### src/hw/rtl/sgm_pkg.sv
`default_nettype none

package sgm_pkg;

  localparam int NUM_INPUTS = 4;

  localparam int SAMPLE_W   = 32;
  localparam int GAIN_W     = 16;
  localparam int GPROD_W    = 2 * GAIN_W;
  localparam int PROD_SHIFT = 28;
  // Scaled magnitude: the full product never reaches bit 63.
  localparam int Q_W        = SAMPLE_W + GPROD_W - 1 - PROD_SHIFT;
  localparam int SUM_W      = SAMPLE_W + $clog2(NUM_INPUTS);

  localparam int ACTIVE_W   = 3;
  localparam int FMT_W      = 2;
  localparam int CFG_DATA_W = GAIN_W;
  localparam int CFG_IDX_W  = $clog2(NUM_INPUTS + 3);

  localparam logic [GAIN_W-1:0] GAIN_UNITY = 16'd16384;

  // Register indexes
  localparam logic [CFG_IDX_W-1:0] CFG_MASTER    = CFG_IDX_W'(0);
  localparam int                   CFG_GAIN_BASE = 1;
  localparam logic [CFG_IDX_W-1:0] CFG_ACTIVE    = CFG_IDX_W'(NUM_INPUTS + 1);
  localparam logic [CFG_IDX_W-1:0] CFG_FORMAT    = CFG_IDX_W'(NUM_INPUTS + 2);

  // Sample format codes
  localparam logic [FMT_W-1:0] FMT_S8  = 2'd0;
  localparam logic [FMT_W-1:0] FMT_S16 = 2'd1;
  localparam logic [FMT_W-1:0] FMT_S32 = 2'd2;

  localparam logic [ACTIVE_W-1:0] ACTIVE_RESET = 3'd4;

  typedef struct packed {
    logic [FMT_W-1:0] fmt;
    logic             active;
  } lane_cfg_t;

  typedef struct packed {
    logic valid;
    logic block_end;
  } tag_t;

  // Positive limit of a format; the unused code gives zero.
  function automatic logic [SAMPLE_W-1:0] fmt_hi(input logic [FMT_W-1:0] fmt);
    logic [SAMPLE_W-1:0] hi;
    case (fmt)
      FMT_S8:  hi = 32'h0000_007F;
      FMT_S16: hi = 32'h0000_7FFF;
      FMT_S32: hi = 32'h7FFF_FFFF;
      default: hi = '0;
    endcase
    return hi;
  endfunction

endpackage

`default_nettype wire

### src/hw/rtl/sgm_lane.sv
`default_nettype none

module sgm_lane (
  input  wire logic                           clk,
  input  wire sgm_pkg::lane_cfg_t             cfg,
  input  wire logic [sgm_pkg::GAIN_W-1:0]     master_gain,
  input  wire logic [sgm_pkg::GAIN_W-1:0]     gain,
  input  wire logic signed [sgm_pkg::SAMPLE_W-1:0] sample,
  output logic signed [sgm_pkg::SAMPLE_W-1:0] term
);
  import sgm_pkg::*;

  logic [GPROD_W-1:0]  gprod;
  logic [SAMPLE_W-1:0] x;
  logic [SAMPLE_W-1:0] mag_next;
  logic [SAMPLE_W-1:0] mag;
  logic                neg0;
  logic                act0;
  logic [63:0]         prod;
  logic [Q_W-1:0]      q;
  logic                neg1;
  logic                act1;
  logic [SAMPLE_W-1:0] hi;
  logic [SAMPLE_W-1:0] limit;
  logic [SAMPLE_W-1:0] qc;
  logic [SAMPLE_W-1:0] term_next;

  // Sign-extend the low bits of the selected format
  always_comb begin
    case (cfg.fmt)
      FMT_S8:  x = {{(SAMPLE_W-8){sample[7]}}, sample[7:0]};
      FMT_S16: x = {{(SAMPLE_W-16){sample[15]}}, sample[15:0]};
      default: x = sample;
    endcase
    mag_next = x[SAMPLE_W-1] ? SAMPLE_W'(-x) : x;
  end

  assign prod = 64'(mag) * 64'(gprod);

  // Clamp on the magnitude: negative side reaches one step further
  always_comb begin
    hi        = fmt_hi(cfg.fmt);
    limit     = neg1 ? SAMPLE_W'(hi + 1'b1) : hi;
    qc        = (q > Q_W'(limit)) ? limit : q[SAMPLE_W-1:0];
    term_next = neg1 ? SAMPLE_W'(-qc) : qc;
  end

  always_ff @(posedge clk) begin
    gprod <= GPROD_W'(master_gain) * GPROD_W'(gain);
    mag   <= mag_next;
    neg0  <= x[SAMPLE_W-1];
    act0  <= cfg.active;
    q     <= prod[Q_W+PROD_SHIFT-1:PROD_SHIFT];
    neg1  <= neg0;
    act1  <= act0;
    term  <= act1 ? signed'(term_next) : '0;
  end

endmodule

`default_nettype wire

### config.mk
export PLATFORM = sky130hd
export DESIGN_NAME = sgm_lane
export DESIGN_NICKNAME = d
export VERILOG_FILES = /design/src/hw/rtl/sgm_pkg.sv /design/src/hw/rtl/sgm_lane.sv
export SDC_FILE = /design/constraint.sdc
export NUM_CORES = 2
export LEC_CHECK = 0
export BUFFER_PORTS_ARGS = -buffer_cell sky130_fd_sc_hd__buf_2
export CORE_MARGIN = 3
export CORE_UTILIZATION = 25
export DETAILED_ROUTE_END_ITERATION = 10
export PLACE_DENSITY_LB_ADDON = 0.3
export SKIP_CTS_REPAIR_TIMING = 1
export SLEW_MARGIN = 20
export SYNTH_ARGS = -nofsm -noshare
export SYNTH_HDL_FRONTEND = slang
export SYNTH_SLANG_ARGS = --single-unit
### constraint.sdc
create_clock -name clk -period 7.52 [get_ports clk]
set_clock_uncertainty 0.15 [all_clocks]
set_input_delay 0.752 -clock clk [delete_from_list [all_inputs] [get_ports clk]]
set_output_delay 0.752 -clock clk [all_outputs]
set_load 0.01 [all_outputs]
==> results.tsv <==
metric	value	unit
synth_nets	6649	
synth_common_cells	inv_1 (1151), fa_1 (1088), and2_1 (698)	
cts-root-buf	clkbuf_16	
fin_tns_setup	-1.066	ns
hold_start	act0$_DFF_P_	
drive_above_1_share	0.1026	
status	finished, violations left	
fin_ws	-0.1409	ns
synthFlopType	dfxtp_1	
clock_path_buffers	2	
fill_cells	19340	
synth_edf_count	0	
ant_nets	0	
worstHoldPathType	reg2reg	
seq_area_frac_synth	0.05863	
crit_path_top_delay_cell	fa_1	
viasPerCell	4.310	
period_needed	7.661	ns
synth_area_leaders	fa_1 (47%), ha_1 (11%), and2_1 (9.5%)	
grt_pass1_vias	36310	
syn_inst	5093	
h-tree-depth	4	
crit_top_cell	fa_1	
path_clk_slew	0.07	ns
finalCritPeriodShare	1.019	
post_drt_wl_per_cell	16.81	um
numCtsBuffers	17	
failed_checks	negative setup slack	
end_kind	register	
reg2reg_from	gprod[7]$_DFF_P_	
die-area	189600	sq um
criticalPathCategory	reg2reg	
slew_violations	0	
preCtsSetupSlack	-0.6232	ns
synth_warnings	0	
dpl.hpwl	111.1	mm
maxSlewHeadroom	0.4439	
grt_pass1_wl	206.9	mm
die_x	435.4	um
yosysMostFrequentCell	inv_1	
grt_max_degree	47	
syn_area	46100	sq um
setup-violations-final	15	
first_pass_iters	5	
slowest_delay	0.59	ns
start_kind	register	
synth_top_cell_by_area	fa_1	
fmax	130.5	MHz
regArea	2759	sq um
routed_wirelength	130.0	mm
syn2layout_area_growth	14.13	%
grt_setup_unrepaired	true	
utilization	0.2889	
grt_overflow	0	
io_pins	100	
antenna_found_initial	1	
rows	156	
place.port_buffers	99	
ys_ff_latch	135	
vias	33330	
drc	0	
critPathLaunch	gprod[7]$_DFF_P_	
rrSetupSlack	-0.14	ns
place_congestion	0.8345	
start_util	0.2531	
arrival	7.88	ns
clock_sinks	135	
cp_max_fo	20	
synth_top_area_share	0.4725	
tightest_slew	0.8341	ns
clk_latency	0.49	ns
chipHeight	435.4	um
avgSynthCellArea	9.051	sq um
drtIter0Drc	1623	
nets	6825	
yosysUniqueCellTypes	72	
ys_async_sr_fraction	0	
finalHoldViolCount	0	
cts_tree	built	
crit_required	7.74	ns
core	182100	sq um
max_cap_violations	0	
grt_use_total	0.1372	
multi_input_area	38430	sq um
-- metrics by stage --
stage                     cells  cell area [sq um]  hold slack, ns
after global routing       7731              52610          0.1767
after CTS                  7712              51840          0.1513
after global placement     7680              51260          0.1616
after floorplan            5093              46110          0.1596
after detailed placement   7680              51260          0.1654
final                      7733              52610          0.1786
-- worst paths after layout --
kind                                       to  cells after the start
worst max-delay path            q[32]$_DFF_P_                     26
worst min-delay path             act1$_DFF_P_                      0
worst max register to register  q[32]$_DFF_P_                     26
worst min register to register   act1$_DFF_P_                      0
-- area by class of cell --
cell class	instances	share of cell area
antenna	2	0.00009512
clock buffer	17	0.008086
clock inverter	15	0.002996
inverter	1151	0.08212
multi-input combinational	3558	0.7304
sequential	135	0.05244
tap	2449	0.05824
timing repair buffer	406	0.06559
-- placed cells by master, fill, tap and decap left out, types with 10 or more instances in the layout --
cell / Yosys / final
o21bai_1: 12 / 11
dfxtp_2: 0 / 15
xor2_1: 33 / 32
inv_1: 1151 / 1138
a21o_1: 49 / 49
dfxtp_4: 0 / 10
dfxtp_1: 135 / 110
and3_1: 13 / 13
nor2b_1: 13 / 13
and2_1: 698 / 690
nand2_1: 686 / 685
o21ai_0: 66 / 62
nand4_1: 14 / 14
o21a_1: 10 / 10
clkbuf_16: 0 / 22
buf_2: 6 / 99
a21oi_1: 128 / 118
buf_12: 0 / 39
or3_1: 14 / 14
nand3_1: 26 / 26
a31oi_1: 15 / 13
o31ai_1: 12 / 12
buf_4: 2 / 246
ha_1: 400 / 394
fa_1: 1088 / 1084
nor2_1: 73 / 72
nor3_1: 17 / 16
xnor2_1: 65 / 65
buf_6: 0 / 14
inv_2: 0 / 13
-- critical path, delay by kind of cell, from the launching register on --
kind	cells	cell delay (ns)
xor+xnor	1	0.14
compound gates	9	1.73
buf+inv	5	0.60
flops	1	0.37
fa+ha+maj	9	4.34
simple gates	2	0.20
-- registers in the layout (all words and copies together) (netlist names) --
register,count
mag,32
neg1,1
gprod,32
act0,1
neg0,1
term,32
q,35
act1,1
-- routing by layer --
layer  routed length (um)  part of all wire  global-route usage
met5                    0                 0                   0
met2                61750              0.48              0.2272
met1                62460              0.48              0.1977
met3                 4210             0.032             0.01097
met4                 1574             0.012             0.02311
-- logic make-up (layout without fill, tap and decap cells) --
kind of cell,Yosys count,in the layout,synth area share
simple gates,1600,1600,0.1762
compound gates,363,363,0.04916
xor+xnor,98,98,0.01862
mux,9,9,0.002036
flops,135,135,0.05863
fa+ha+maj,1488,1488,0.5811
other cells,0,2,0
buf+inv,1400,1589,0.1143
Power is not shown: default switching activity piles up to over one toggle a cycle in this logic, so the estimate is an artifact.
