[src/hw/rtl/sgm_pkg.sv]
`default_nettype none

package sgm_pkg;

  localparam int NUM_INPUTS = 4;

  localparam int SAMPLE_W   = 32;
  localparam int GAIN_W     = 16;
  localparam int GPROD_W    = 2 * GAIN_W;
  localparam int PROD_SHIFT = 28;
  // Scaled magnitude: the full product never reaches bit 63.
  localparam int Q_W        = SAMPLE_W + GPROD_W - 1 - PROD_SHIFT;
  localparam int SUM_W      = SAMPLE_W + $clog2(NUM_INPUTS);

  localparam int ACTIVE_W   = 3;
  localparam int FMT_W      = 2;
  localparam int CFG_DATA_W = GAIN_W;
  localparam int CFG_IDX_W  = $clog2(NUM_INPUTS + 3);

  localparam logic [GAIN_W-1:0] GAIN_UNITY = 16'd16384;

  // Register indexes
  localparam logic [CFG_IDX_W-1:0] CFG_MASTER    = CFG_IDX_W'(0);
  localparam int                   CFG_GAIN_BASE = 1;
  localparam logic [CFG_IDX_W-1:0] CFG_ACTIVE    = CFG_IDX_W'(NUM_INPUTS + 1);
  localparam logic [CFG_IDX_W-1:0] CFG_FORMAT    = CFG_IDX_W'(NUM_INPUTS + 2);

  // Sample format codes
  localparam logic [FMT_W-1:0] FMT_S8  = 2'd0;
  localparam logic [FMT_W-1:0] FMT_S16 = 2'd1;
  localparam logic [FMT_W-1:0] FMT_S32 = 2'd2;

  localparam logic [ACTIVE_W-1:0] ACTIVE_RESET = 3'd4;

  typedef struct packed {
    logic [FMT_W-1:0] fmt;
    logic             active;
  } lane_cfg_t;

  typedef struct packed {
    logic valid;
    logic block_end;
  } tag_t;

  // Positive limit of a format; the unused code gives zero.
  function automatic logic [SAMPLE_W-1:0] fmt_hi(input logic [FMT_W-1:0] fmt);
    logic [SAMPLE_W-1:0] hi;
    case (fmt)
      FMT_S8:  hi = 32'h0000_007F;
      FMT_S16: hi = 32'h0000_7FFF;
      FMT_S32: hi = 32'h7FFF_FFFF;
      default: hi = '0;
    endcase
    return hi;
  endfunction

endpackage

`default_nettype wire

[src/hw/rtl/sgm_merge.sv]
`default_nettype none

module sgm_merge (
  input  wire logic                                            clk,
  input  wire logic                                            rst,
  input  wire sgm_pkg::tag_t                                   tag_in,
  input  wire logic [sgm_pkg::NUM_INPUTS-1:0][sgm_pkg::SAMPLE_W-1:0] terms,
  input  wire logic [sgm_pkg::FMT_W-1:0]                       fmt,
  output logic                                                 done,
  output logic signed [sgm_pkg::SAMPLE_W-1:0]                  mixed_sample,
  output logic                                                 block_end_out
);
  import sgm_pkg::*;

  logic signed [SUM_W-1:0]    sum_next;
  logic signed [SUM_W-1:0]    sum;
  tag_t                       tag;
  logic signed [SUM_W-1:0]    hi_s;
  logic signed [SUM_W-1:0]    lo_s;
  logic signed [SAMPLE_W-1:0] out_next;

  always_comb begin
    sum_next = '0;
    for (int j = 0; j < NUM_INPUTS; j++) begin
      sum_next = sum_next + SUM_W'(signed'(terms[j]));
    end
  end

  // Negative limit is one step beyond the positive one
  always_comb begin
    hi_s = signed'(SUM_W'(fmt_hi(fmt)));
    lo_s = ~hi_s;
    if (fmt != FMT_S8 && fmt != FMT_S16 && fmt != FMT_S32) begin
      out_next = '0;
    end else if (sum > hi_s) begin
      out_next = SAMPLE_W'(hi_s);
    end else if (sum < lo_s) begin
      out_next = SAMPLE_W'(lo_s);
    end else begin
      out_next = SAMPLE_W'(sum);
    end
  end

  always_ff @(posedge clk) begin
    sum           <= sum_next;
    mixed_sample  <= out_next;
    block_end_out <= tag.block_end;
    if (rst) begin
      tag.valid <= 1'b0;
      done      <= 1'b0;
    end else begin
      tag.valid <= tag_in.valid;
      done      <= tag.valid;
    end
    tag.block_end <= tag_in.block_end;
  end

  a_out_in_range: assert property (@(posedge clk) disable iff (rst)
    done |-> ($signed({mixed_sample[SAMPLE_W-1], mixed_sample})
              <= $signed({1'b0, fmt_hi($past(fmt))}))
          && ($signed({mixed_sample[SAMPLE_W-1], mixed_sample})
              >= -$signed({1'b0, fmt_hi($past(fmt))}) - 1))
    else $error("mixed sample outside the format range");

  a_unused_fmt_silent: assert property (@(posedge clk) disable iff (rst)
    done && $past(fmt) != FMT_S8 && $past(fmt) != FMT_S16 && $past(fmt) != FMT_S32
      |-> mixed_sample == '0)
    else $error("unused format did not give silence");

endmodule

`default_nettype wire

[config.mk]
export PLATFORM = sky130hd
export DESIGN_NAME = sgm_merge
export DESIGN_NICKNAME = d
export VERILOG_FILES = /design/src/hw/rtl/sgm_pkg.sv /design/src/hw/rtl/sgm_merge.sv
export SDC_FILE = /design/constraint.sdc
export NUM_CORES = 1
export LEC_CHECK = 0
export BUFFER_PORTS_ARGS = -buffer_cell sky130_fd_sc_hd__buf_2
export CAP_MARGIN = 0
export CORE_ASPECT_RATIO = 1.1
export CORE_MARGIN = 4
export CORE_UTILIZATION = 60
export CTS_CLUSTER_SIZE = 12
export DETAILED_ROUTE_END_ITERATION = 12
export GPL_TIMING_DRIVEN = 0
export PLACE_DENSITY = 0.95
export RECOVER_POWER = 100
export SLEW_MARGIN = 40
export SYNTH_ARGS = -nofsm -noshare
export SYNTH_HDL_FRONTEND = slang
export SYNTH_SLANG_ARGS = --single-unit
[constraint.sdc]
create_clock -name clk -period 9.18 [get_ports clk]
set_clock_uncertainty 0.2 [all_clocks]
set_input_delay 1.377 -clock clk [delete_from_list [all_inputs] [get_ports clk]]
set_output_delay 1.377 -clock clk [all_outputs]
set_load 0.01 [all_outputs]
==> results.md <==
- Max Fanout on Critical Path: 18
- CTS Buf Count: 9
- Worst-Margin Slew: 1.05 ns
- Die height: 120 um
- Syn avg cell area: 8.71 um2
- Critical Path AT: 5.81 ns
- LEAKAGE: 4.37 nW
- DRC: 0
- Area grow syn2layout: 18.3%
- TritonCTS clock tree: done
- Syn Nets: 1086
- Buffers & Inverters on Critical Path: 5
- Tot GR Track Use: 22.8%
- Cells on worst reg2reg path: 10
- Headroom to the max-slew limit: 29.0%
- Max H-tree Level: 3
- Crit path launch: fmt[0]
- Vias: 5724
- Vias in the first global route: 5678
- Top cell by count, worst path: clkbuf_1
- Initial drt markers: 169
- MaxCap Viol Count: 0
- Nets: 1264
- Worst Hold Launch: tag[0]
- Drt pass-1 iters: 4
- CTS clk-pin slew, worst paths: 0.05 ns
- Worst r2r dst: mixed_sample[28]
- R2R setup slack: 5.59 ns
- Core Util, Final: 73.4%
- Resize count post-CTS: 0
- Core ar.: 11100 um2
- Ys flop type: dfxtp_1
- Top-Level Pins: 168
- Crit path cell chain: clkbuf_1, ha_1, clkbuf_1, clkinv_1, clkbuf_1, ha_1, nor4b_1, o211ai_1, a21oi_1, a2111oi_0, o211a_1, o21ai_0, nand2_2, clkbuf_1, o21ai_0
- Initial Util: 62.0%
- Final wirelength: 14.4 mm
- Layout cell share with drive strength beyond 1: 16.2%
- Leading area contributor after synthesis: dfxtp_1
- ANT cells: 0
- Crit path capture: mixed_sample[28]
- Final setup fails: 0
- Yosys top cell area share: 20.4%
- Slowest stage delay, CP: 0.84 ns
- CP required: 9.23 ns
- Kind of critical path: input port to register
- Worst VDD drop: 0.144 mV
- Max Root-Sink Buffers: 2
- Final Cycle Share: 62.7%
- First-pass GRT wire length: 24.4 mm
- Setup TNS: 0 ns
- CP max stage cell: o21ai_0
- Avg Vias per Cell: 5.12
- Buffers added on ports: 167
- Worst Hold Class: register to register
- Setup crit start kind: input port
- RR Startpoint: sum[7]
- Postcts setup bufs: 0
- Grt total ovfl: 0
- DIE AREA: 13200 um2
- Clk_lat worst skew: 0.33 ns
- Initial antenna violation count: 0
- CTS root buf: clkbuf_16
- HPWL after DPL: 12.0 mm
- Pin count of the biggest net entering global routing: 19
- Seq cells post-synth: 70
- ANT nets after route: 0
- Synth unique cells: 63
- Per-cell routed wire length: 12.9 um
- Seq/Total Area, Yosys: 20.4%
- RSZ-0062 raised after global routing: no
- Status: complete, no violations
- CTS Sinks: 70
- Cell family with most CP delay: compound AO/OA/AOI/OAI gates
- Post-Syn Area: 6860 um2
- FFs w/ async S/R, synth: 0%
- Fmax: 174 MHz
- Critical path depth in cells: 15
- Die extent in x: 110 um
- Fin crit period: 5.75 ns
- Routability Congestion: 0.916
- Ys Warns: 0
- Final hold violation count: 0
- Dominant cells by area after synthesis: dfxtp_1 20%, fa_1 19%, ha_1 18%, inv_1 11%, a21oi_1 3.9%
- Core Rows: 40
- Crit end category: register
- # hold bufs at CTS: 0
- Post-synth EDFFs: 0
- Power Density: 258 nW/um2
- Final Max Tran Viols: 0
- Synth Instances: 788
[per-stage QoR]
stage                     std cells  power, mW  worst slack, ns  hold WS (ns)  cell area, um2
final                          1118       2.09             3.43         0.125            8120
after global routing           1118       2.29             3.02         0.156            8120
after CTS                      1118       2.12             3.99         0.127            8180
after detailed placement       1102       1.76             3.68         0.114            7880
after global placement         1102       1.71             3.78         0.113            7880
after floorplan                 788       1.44             4.18         0.110            6860
[kinds of logic (layout without fill, tap and decap cells)]
family,count (synthesis),after routing,synth area share (%)
xor+xnor,28,28,3.57
buf+inv,203,386,11.3
compound gates,184,184,17.2
fa+ha+maj,164,164,37.0
mux,2,2,0.383
flops,70,70,20.4
simple gates,137,137,10.2
[layer usage]
metal | up-vias | global-route usage (%) | share of wire [%]
met5 | - | 0 | 0
met4 | 0 | 9.20 | 2.3
met3 | 30 | 3.39 | 5.9
met2 | 185 | 38.4 | 49
met1 | 2572 | 28.9 | 43
li1 | 2937 | - | -
[cell usage after synthesis, types with 11 or more instances]
library cell	n
nand3_1	12
nor2_1	21
a21oi_1	54
fa_1	65
inv_1	193
xor2_1	11
ha_1	99
xnor2_1	17
nand2_1	50
dfxtp_1	70
a21o_1	15
o21ai_0	40
[flip-flops by register name, indices dropped and copies added (netlist names)]
name           flops
mixed_sample      32
done               1
sum               34
tag                2
block_end_out      1
[report_power, final]
part	leakage, nW	switching (mW)	internal (mW)
sequential	0.590	0.108	0.465
combinational	3.63	0.676	0.509
clock	0.148	0.121	0.216
total	4.37	0.904	1.19
[area by class of cell]
class	count	area, um2
buffer	9	41.3
clock buffer	10	239
clock inverter	6	61.3
fill	858	2940
inverter	194	728
multi-input combinational	515	4670
sequential	70	1400
tap	147	184
timing repair buffer	167	791
[worst min-delay path by stage]
stage,to,slack [ns],depth (start not counted)
6_report,block_end_out,0.12,0
5_1_grt,block_end_out,0.16,0
4_1_cts,block_end_out,0.13,0
3_5_place_dp,block_end_out,0.11,0
3_3_place_gp,block_end_out,0.11,0
2_1_floorplan,block_end_out,0.11,0
[layout by cell type, fill, tap and decap left out, types with 4 or more instances in the layout]
cell	instances
o211ai_1	4
clkbuf_16	9
a211oi_1	10
o21a_1	5
inv_1	193
nor4_1	8
a21o_1	15
o31ai_1	5
nand4_1	5
xor2_1	11
fa_1	65
o21bai_1	5
o21ai_0	45
nor2b_1	8
and3_1	4
nand2_1	50
xnor2_1	17
ha_1	99
clkbuf_1	44
a21oi_1	54
and4_1	4
o22ai_1	8
dfxtp_1	70
nor2_1	21
a21boi_0	4
buf_2	131
nand2b_1	7
nand3_1	12
Power figures use the tool's default switching activity.
